<file path="src/rtl/hsv_pkg.sv">
// ----------------------------------------------------------------------------
// HSV to RGB package
// Shared constants for the HSV to RGB colour conversion pipeline.
// ----------------------------------------------------------------------------
package hsv_pkg;

    localparam int FRAC_BITS_DEFAULT = 16;
    localparam int PIPE_DEPTH        = 4;

    typedef logic [2:0] sector_t;

    localparam sector_t SECT_RED_YELLOW    = 3'd0;
    localparam sector_t SECT_YELLOW_GREEN  = 3'd1;
    localparam sector_t SECT_GREEN_CYAN    = 3'd2;
    localparam sector_t SECT_CYAN_BLUE     = 3'd3;
    localparam sector_t SECT_BLUE_MAGENTA  = 3'd4;

endpackage

</file>
<file path="src/rtl/hsv_prep.sv">
// ----------------------------------------------------------------------------
// HSV input stage
// Clamps saturation and value, splits six times the hue into sector and ramp.
// ----------------------------------------------------------------------------
module hsv_prep #(
    parameter int FRAC_BITS = hsv_pkg::FRAC_BITS_DEFAULT
) (
    input  logic                  clk,
    input  logic                  rst_n,
    input  logic                  in_valid,
    input  logic [FRAC_BITS-1:0]  hue,
    input  logic [FRAC_BITS:0]    saturation,
    input  logic [FRAC_BITS:0]    brightness,
    output logic                  out_valid,
    output hsv_pkg::sector_t      sector,
    output logic [FRAC_BITS:0]    ramp,
    output logic [FRAC_BITS:0]    sat,
    output logic [FRAC_BITS:0]    val
);
    import hsv_pkg::*;

    localparam logic [FRAC_BITS:0] ONE = {1'b1, {FRAC_BITS{1'b0}}};

    logic                 valid_reg;
    sector_t              sector_reg, sector_next;
    logic [FRAC_BITS:0]   ramp_reg, ramp_next;
    logic [FRAC_BITS:0]   sat_reg, sat_next;
    logic [FRAC_BITS:0]   val_reg, val_next;
    logic [FRAC_BITS+2:0] hue_wide;
    logic [FRAC_BITS+2:0] h6;
    logic [FRAC_BITS-1:0] frac;

    always_comb
    begin
        hue_wide    = {3'b000, hue};
        h6          = (hue_wide << 2) + (hue_wide << 1);
        sector_next = h6[FRAC_BITS+2:FRAC_BITS];
        frac        = h6[FRAC_BITS-1:0];
        ramp_next   = sector_next[0] ? (ONE - {1'b0, frac}) : {1'b0, frac};
        sat_next    = (saturation > ONE) ? ONE : saturation;
        val_next    = (brightness > ONE) ? ONE : brightness;
    end

    always_ff @(posedge clk or negedge rst_n)
    begin
        if (!rst_n)
        begin
            valid_reg <= 1'b0;
        end
        else
        begin
            valid_reg <= in_valid;
        end
    end

    always_ff @(posedge clk)
    begin
        sector_reg <= sector_next;
        ramp_reg   <= ramp_next;
        sat_reg    <= sat_next;
        val_reg    <= val_next;
    end

    assign out_valid = valid_reg;
    assign sector    = sector_reg;
    assign ramp      = ramp_reg;
    assign sat       = sat_reg;
    assign val       = val_reg;

endmodule

</file>
<file path="src/rtl/hsv_chroma.sv">
// ----------------------------------------------------------------------------
// HSV chroma stage
// Multiplies value by saturation to form the chroma.
// ----------------------------------------------------------------------------
module hsv_chroma #(
    parameter int FRAC_BITS = hsv_pkg::FRAC_BITS_DEFAULT
) (
    input  logic                 clk,
    input  logic                 rst_n,
    input  logic                 in_valid,
    input  hsv_pkg::sector_t     in_sector,
    input  logic [FRAC_BITS:0]   in_ramp,
    input  logic [FRAC_BITS:0]   sat,
    input  logic [FRAC_BITS:0]   val,
    output logic                 out_valid,
    output hsv_pkg::sector_t     out_sector,
    output logic [FRAC_BITS:0]   out_ramp,
    output logic [FRAC_BITS:0]   out_val,
    output logic [FRAC_BITS:0]   chroma
);
    import hsv_pkg::*;

    logic                   valid_reg;
    sector_t                sector_reg;
    logic [FRAC_BITS:0]     ramp_reg;
    logic [FRAC_BITS:0]     val_reg;
    logic [FRAC_BITS:0]     chroma_reg, chroma_next;
    logic [2*FRAC_BITS+1:0] product;

    always_comb
    begin
        product     = (2*FRAC_BITS+2)'(val) * (2*FRAC_BITS+2)'(sat);
        chroma_next = product[2*FRAC_BITS:FRAC_BITS];
    end

    always_ff @(posedge clk or negedge rst_n)
    begin
        if (!rst_n)
        begin
            valid_reg <= 1'b0;
        end
        else
        begin
            valid_reg <= in_valid;
        end
    end

    always_ff @(posedge clk)
    begin
        sector_reg <= in_sector;
        ramp_reg   <= in_ramp;
        val_reg    <= val;
        chroma_reg <= chroma_next;
    end

    assign out_valid  = valid_reg;
    assign out_sector = sector_reg;
    assign out_ramp   = ramp_reg;
    assign out_val    = val_reg;
    assign chroma     = chroma_reg;

endmodule

</file>
<file path="src/rtl/hsv_ramp.sv">
// ----------------------------------------------------------------------------
// HSV ramp stage
// Scales the chroma by the hue ramp and forms the common base level.
// ----------------------------------------------------------------------------
module hsv_ramp #(
    parameter int FRAC_BITS = hsv_pkg::FRAC_BITS_DEFAULT
) (
    input  logic                 clk,
    input  logic                 rst_n,
    input  logic                 in_valid,
    input  hsv_pkg::sector_t     in_sector,
    input  logic [FRAC_BITS:0]   ramp,
    input  logic [FRAC_BITS:0]   val,
    input  logic [FRAC_BITS:0]   in_chroma,
    output logic                 out_valid,
    output hsv_pkg::sector_t     out_sector,
    output logic [FRAC_BITS:0]   out_chroma,
    output logic [FRAC_BITS:0]   x,
    output logic [FRAC_BITS:0]   base
);
    import hsv_pkg::*;

    logic                   valid_reg;
    sector_t                sector_reg;
    logic [FRAC_BITS:0]     chroma_reg;
    logic [FRAC_BITS:0]     x_reg, x_next;
    logic [FRAC_BITS:0]     base_reg, base_next;
    logic [2*FRAC_BITS+1:0] product;

    always_comb
    begin
        product   = (2*FRAC_BITS+2)'(in_chroma) * (2*FRAC_BITS+2)'(ramp);
        x_next    = product[2*FRAC_BITS:FRAC_BITS];
        base_next = val - in_chroma;
    end

    always_ff @(posedge clk or negedge rst_n)
    begin
        if (!rst_n)
        begin
            valid_reg <= 1'b0;
        end
        else
        begin
            valid_reg <= in_valid;
        end
    end

    always_ff @(posedge clk)
    begin
        sector_reg <= in_sector;
        chroma_reg <= in_chroma;
        x_reg      <= x_next;
        base_reg   <= base_next;
    end

    assign out_valid  = valid_reg;
    assign out_sector = sector_reg;
    assign out_chroma = chroma_reg;
    assign x          = x_reg;
    assign base       = base_reg;

endmodule

</file>
<file path="src/rtl/hsv_mix.sv">
// ----------------------------------------------------------------------------
// HSV channel mix stage
// Adds chroma and scaled ramp x to the base level of the selected channels.
// ----------------------------------------------------------------------------
module hsv_mix #(
    parameter int FRAC_BITS = hsv_pkg::FRAC_BITS_DEFAULT
) (
    input  logic                 clk,
    input  logic                 rst_n,
    input  logic                 in_valid,
    input  hsv_pkg::sector_t     sector,
    input  logic [FRAC_BITS:0]   chroma,
    input  logic [FRAC_BITS:0]   x,
    input  logic [FRAC_BITS:0]   base,
    output logic                 out_valid,
    output logic [FRAC_BITS:0]   red,
    output logic [FRAC_BITS:0]   green,
    output logic [FRAC_BITS:0]   blue
);
    import hsv_pkg::*;

    logic               valid_reg;
    logic [FRAC_BITS:0] red_reg, red_next;
    logic [FRAC_BITS:0] green_reg, green_next;
    logic [FRAC_BITS:0] blue_reg, blue_next;

    always_comb
    begin
        red_next   = base;
        green_next = base;
        blue_next  = base;
        unique case (sector)
            SECT_RED_YELLOW:
            begin
                red_next   = base + chroma;
                green_next = base + x;
            end
            SECT_YELLOW_GREEN:
            begin
                red_next   = base + x;
                green_next = base + chroma;
            end
            SECT_GREEN_CYAN:
            begin
                green_next = base + chroma;
                blue_next  = base + x;
            end
            SECT_CYAN_BLUE:
            begin
                green_next = base + x;
                blue_next  = base + chroma;
            end
            SECT_BLUE_MAGENTA:
            begin
                red_next   = base + x;
                blue_next  = base + chroma;
            end
            default:
            begin
                red_next   = base + chroma;
                blue_next  = base + x;
            end
        endcase
    end

    always_ff @(posedge clk or negedge rst_n)
    begin
        if (!rst_n)
        begin
            valid_reg <= 1'b0;
        end
        else
        begin
            valid_reg <= in_valid;
        end
    end

    always_ff @(posedge clk)
    begin
        red_reg   <= red_next;
        green_reg <= green_next;
        blue_reg  <= blue_next;
    end

    assign out_valid = valid_reg;
    assign red       = red_reg;
    assign green     = green_reg;
    assign blue      = blue_reg;

endmodule

</file>
<file path="src/rtl/hsv_to_rgb_convert.sv">
// ----------------------------------------------------------------------------
// HSV to RGB converter
// Four-stage pipeline converting one pixel from hue, saturation and value to
// red, green and blue.
// ----------------------------------------------------------------------------
// A pixel is taken at every clock edge at which start is high; busy is always
// low, so a new pixel may follow in every cycle. Each result beat appears on
// red, green and blue with done high for one cycle, in the order the pixels
// arrived, once its pixel has passed the four register stages: input clamping
// and hue split, the value times saturation multiplier, the chroma times ramp
// multiplier, and the channel mix. The receiver cannot stall the pipeline and
// must take every beat as it appears.
module hsv_to_rgb_convert #(
    parameter int FRAC_BITS = hsv_pkg::FRAC_BITS_DEFAULT
) (
    input  logic                 clk,
    input  logic                 rst_n,
    input  logic                 start,
    output logic                 busy,
    input  logic [FRAC_BITS-1:0] hue,
    input  logic [FRAC_BITS:0]   saturation,
    input  logic [FRAC_BITS:0]   brightness,
    output logic                 done,
    output logic [FRAC_BITS:0]   red,
    output logic [FRAC_BITS:0]   green,
    output logic [FRAC_BITS:0]   blue
);
    import hsv_pkg::*;

    logic               s1_valid, s2_valid, s3_valid;
    sector_t            s1_sector, s2_sector, s3_sector;
    logic [FRAC_BITS:0] s1_ramp, s1_sat, s1_val;
    logic [FRAC_BITS:0] s2_ramp, s2_val, s2_chroma;
    logic [FRAC_BITS:0] s3_chroma, s3_x, s3_base;

    assign busy = 1'b0;

    hsv_prep #(.FRAC_BITS(FRAC_BITS)) u_prep (
        .clk        (clk),
        .rst_n      (rst_n),
        .in_valid   (start),
        .hue        (hue),
        .saturation (saturation),
        .brightness (brightness),
        .out_valid  (s1_valid),
        .sector     (s1_sector),
        .ramp       (s1_ramp),
        .sat        (s1_sat),
        .val        (s1_val)
    );

    hsv_chroma #(.FRAC_BITS(FRAC_BITS)) u_chroma (
        .clk        (clk),
        .rst_n      (rst_n),
        .in_valid   (s1_valid),
        .in_sector  (s1_sector),
        .in_ramp    (s1_ramp),
        .sat        (s1_sat),
        .val        (s1_val),
        .out_valid  (s2_valid),
        .out_sector (s2_sector),
        .out_ramp   (s2_ramp),
        .out_val    (s2_val),
        .chroma     (s2_chroma)
    );

    hsv_ramp #(.FRAC_BITS(FRAC_BITS)) u_ramp (
        .clk        (clk),
        .rst_n      (rst_n),
        .in_valid   (s2_valid),
        .in_sector  (s2_sector),
        .ramp       (s2_ramp),
        .val        (s2_val),
        .in_chroma  (s2_chroma),
        .out_valid  (s3_valid),
        .out_sector (s3_sector),
        .out_chroma (s3_chroma),
        .x          (s3_x),
        .base       (s3_base)
    );

    hsv_mix #(.FRAC_BITS(FRAC_BITS)) u_mix (
        .clk       (clk),
        .rst_n     (rst_n),
        .in_valid  (s3_valid),
        .sector    (s3_sector),
        .chroma    (s3_chroma),
        .x         (s3_x),
        .base      (s3_base),
        .out_valid (done),
        .red       (red),
        .green     (green),
        .blue      (blue)
    );

endmodule

</file>
<file path="config.mk">
export PLATFORM = sky130hd
export DESIGN_NAME = hsv_to_rgb_convert
export DESIGN_NICKNAME = d
export VERILOG_FILES = /design/src/rtl/hsv_pkg.sv /design/src/rtl/hsv_prep.sv /design/src/rtl/hsv_chroma.sv /design/src/rtl/hsv_ramp.sv /design/src/rtl/hsv_mix.sv /design/src/rtl/hsv_to_rgb_convert.sv
export SDC_FILE = /design/constraint.sdc
export NUM_CORES = 2
export LEC_CHECK = 0
export ABC_AREA = 1
export BUFFER_PORTS_ARGS = -buffer_cell sky130_fd_sc_hd__clkbuf_2
export CAP_MARGIN = 20
export CORE_MARGIN = 2
export CORE_UTILIZATION = 58
export CTS_BUF_LIST = sky130_fd_sc_hd__clkbuf_4 sky130_fd_sc_hd__clkbuf_8
export CTS_CLUSTER_SIZE = 16
export DETAILED_ROUTE_END_ITERATION = 16
export PLACE_DENSITY_LB_ADDON = 0.15
export SETUP_SLACK_MARGIN = 0.2
export SLEW_MARGIN = 40
export SYNTH_ARGS = -nofsm -noshare
export SYNTH_HDL_FRONTEND = slang
export SYNTH_SLANG_ARGS = --single-unit
</file>
<file path="constraint.sdc">
create_clock -name clk -period 5.75 [get_ports clk]
set_input_delay 0 -clock clk [delete_from_list [all_inputs] [get_ports clk]]
set_output_delay 0 -clock clk [all_outputs]
set_load 0.02 [all_outputs]
</file>
==> metrics <==
WL/cell=~16 microns; CORE AREA=~50,000 sq um; CTS max path bufs=3; Max-Cap Viols=0; #FFs+latches synth=approximately 220; Congestion Overflow GR=0; CTS tree=built; syn_nets=~4.6k; Hold Path Class=input pin to flip-flop; P&R area growth vs syn=10.51%; CTS sink count=around 220; Rel. slew slack=roughly two fifths; skew final=between 0.02 and 0.03 ns; Slowest cell on crit path=dfxtp_1; CTS H-tree depth=2; Inserted Clock Buffers=38; crit end category=flip-flop; Horiz. Die Dim=between 200 and 250 microns; Cell Rows=81; final setup TNS=0 ns; Yosys warnings=0; Synth cell types=50; Via density=about 5.1; die footprint=51,240 sq um; Mapped Area=~29,000 sq um; Tmin final=between 5 and 6 ns; Clk Tree Root Cell=clkbuf_8; Max stage delay on crit path=a little under 0.7 ns; sequential cell area fraction in the yosys report=around 15%; Post-route DRC=0; Final Hold Fails=0; Slew Viols, Final=0; Final ANT Viol Nets=0; f_max=between 150 and 200 MHz; kind of critical path=flip-flop to flip-flop; Final Util=around two thirds; first-pass GRT wire length=around 120 mm; Register Area=~4400 sq um; share of layout cells above drive strength 1=a little under a tenth; RSZ-0062 raised after global routing=yes; drt first pass iters=6; wirelength, routed=around 74 mm; Worst EP arrival=~5.9 ns; multi-input logic area=a little over 20,000 sq um; IO Port Bufs=roughly 100; Reg clk slew, reported paths=about 0.07 ns; Crit Path Max Fanout=8; commonest non-fill, non-tap cell in the layout=nand2_1; Initial Util=about three fifths; commonest non-fill, non-tap cells in the layout=1,005 x nand2_1, 975 x inv_1, 431 x fa_1; Crit path required time=~6.3 ns; finished layout cell area=roughly 32,000 sq um; CP Launch Type=flip-flop; final worst path period share=~93%; Syn Inst Count=between 3k and 4k; worst-path cell chain=nand2_1, fa_1, fa_1, inv_1, fa_1, fa_1, fa_1, inv_1, fa_1, inv_1, ha_2, nand2_1, o21ai_1, a21oi_1, o21a_1, nand2_1, xor2_1; number of enable flip-flop cells after synthesis=0; outcome=finished clean; Main synth FF type=dfxtp_1; Final HPWL DP=about 60 mm; Detailed Route Iter0 Violations=1,486; I/O pins=between 100 and 150; routability cong.=just under 1; FFs w/ async S/R, synth=1.860%; FILL cells=4,308; Tot GR Track Use=29.96%; initial antenna violation count=0; clk_lat worst skew=just over 0.6 ns; Finish-stage setup viols=0; most frequent cell on the critical path=fa_1; placed cell areas=roughly 30,000 sq um; height of the die=226.4 microns; NumNets Final=approximately 4.7k; largest net degree at the start of global routing=22; syn avg cell area=7.513 sq um; via count=23.62k; worst slew pin tran=slightly below 0.9 ns; vias in the first global route=24.02k
## cells by family (layout without fill, tap and decap cells)
| group | after synthesis | count (layout) | share of synthesized area, % |
|---|---|---|---|
| buffers and inverters | 1128 | 1288 | 14.87 |
| xor gates and xnor gates | 71 | 71 | 2.168 |
| adders and majority gates | 710 | 710 | 42.26 |
| DFF | 215 | 215 | 15.08 |
| other | 1 | 2 | 0.01308 |
| and+or+nand+nor | 1446 | 1446 | 20.59 |
| AOI/OAI and AO/OA | 246 | 246 | 5.013 |
## critical path: cells and delay by family, from the launching register on
| family | cells | cell delay [ns] |
|---|---|---|
| flops | 1 | 0.68 |
| simple gates | 3 | 0.36 |
| fa+ha+maj | 7 | 3.33 |
| xor+xnor | 1 | 0.20 |
| compound gates | 3 | 0.58 |
| buf+inv | 3 | 0.14 |
## layer usage
| layer | GRT usage (%) | wire (microns) | share of wire, % | vias to the layer above |
|---|---|---|---|---|
| met5 | 0 | 0 | 0 | - |
| met4 | 10.95 | 2561 | 3.5 | 0 |
| met3 | 4.510 | 5204 | 7.0 | 149 |
| met2 | 49.88 | 34670 | 47 | 832 |
| met1 | 39.72 | 31660 | 43 | 11119 |
| li1 | - | - | - | 11522 |
## worst paths after layout
check	start	end	slack [ns]	cells past startpoint
worst max register to register	u_chroma.chroma[1]	u_ramp.x[13]	0.40	17
min in group asynchronous	rst_n	u_prep.out_valid	0.32	3
worst max-delay path	u_chroma.chroma[1]	u_ramp.x[13]	0.40	17
worst min-delay path	start	u_prep.out_valid	0.06	2
worst min register to register	u_prep.ramp[2]	u_chroma.out_ramp[2]	0.31	0
max in group asynchronous	rst_n	u_mix.out_valid	5.27	3
## stage by stage
| step | setup slack [ns] | hold slack (ns) | cells |
|---|---|---|---|
| after floorplan | 0.4556 | -0.2956 | 3817 |
| after global placement | 0.06184 | -0.1928 | 4528 |
| after detailed placement | 0.01989 | -0.1896 | 4528 |
| after CTS | 0.1976 | 0.01995 | 4641 |
| after global routing | 0.1752 | 0.05194 | 4641 |
| final | 0.3995 | 0.06167 | 4642 |
## final cells by class
class                      instances  share of cell area (%)
antenna                            1                0.007897
multi-input combinational       2474                   63.69
tap                              664                   2.622
clock inverter                    20                  0.8805
inverter                         978                   11.59
clock buffer                      50                   2.053
timing repair buffer             240                   5.291
sequential                       215                   13.86
## synth_stat cells, types with 2 or more instances
cell       number  area, sq um
nand2_1      1006         3776
inv_1         975         3660
fa_1          431         8628
ha_1          279         3491
dfxtp_1       211         4224
nand3_1       189        945.9
nor2_1        158        593.1
clkbuf_1      137        514.2
a21oi_1       111        555.5
o21ai_0        53        265.3
xor2_1         47        411.6
nor3_1         26        130.1
xnor2_1        24        210.2
nand4_1        22        137.6
a21o_1         16        120.1
o21a_1         13        97.59
a31oi_1        11        68.82
o21bai_1       10        75.07
buf_2           9        45.04
nand2_2         9        56.30
nor4_1          8        50.05
or2_2           7        43.79
nand3b_1        6        45.04
a21boi_0        5        37.54
nand3_2         5        50.05
o21ai_2         5        43.79
dfrtp_1         4        100.1
nor2_2          4        25.02
o211ai_1        4        30.03
o221ai_1        3        26.28
a211oi_1        2        15.01
a21oi_2         2        17.52
a221oi_1        2        17.52
and3_1          2        12.51
buf_4           2        15.01
nor2_4          2        22.52
o2111ai_1       2        17.52
o21ai_1         2        10.01
o31ai_1         2        15.01
## what timing repair did
action,in CTS,in global routing
pin swaps,0,0
setup endpoints to repair,10,31
setup buffers,0,0
resized for setup,7,70
hold endpoints to repair,46,0
hold buffers,43,0
Power is left out: the tool's default activity adds up to more than one toggle a clock period on the data nets, which glitch-free logic cannot reach.
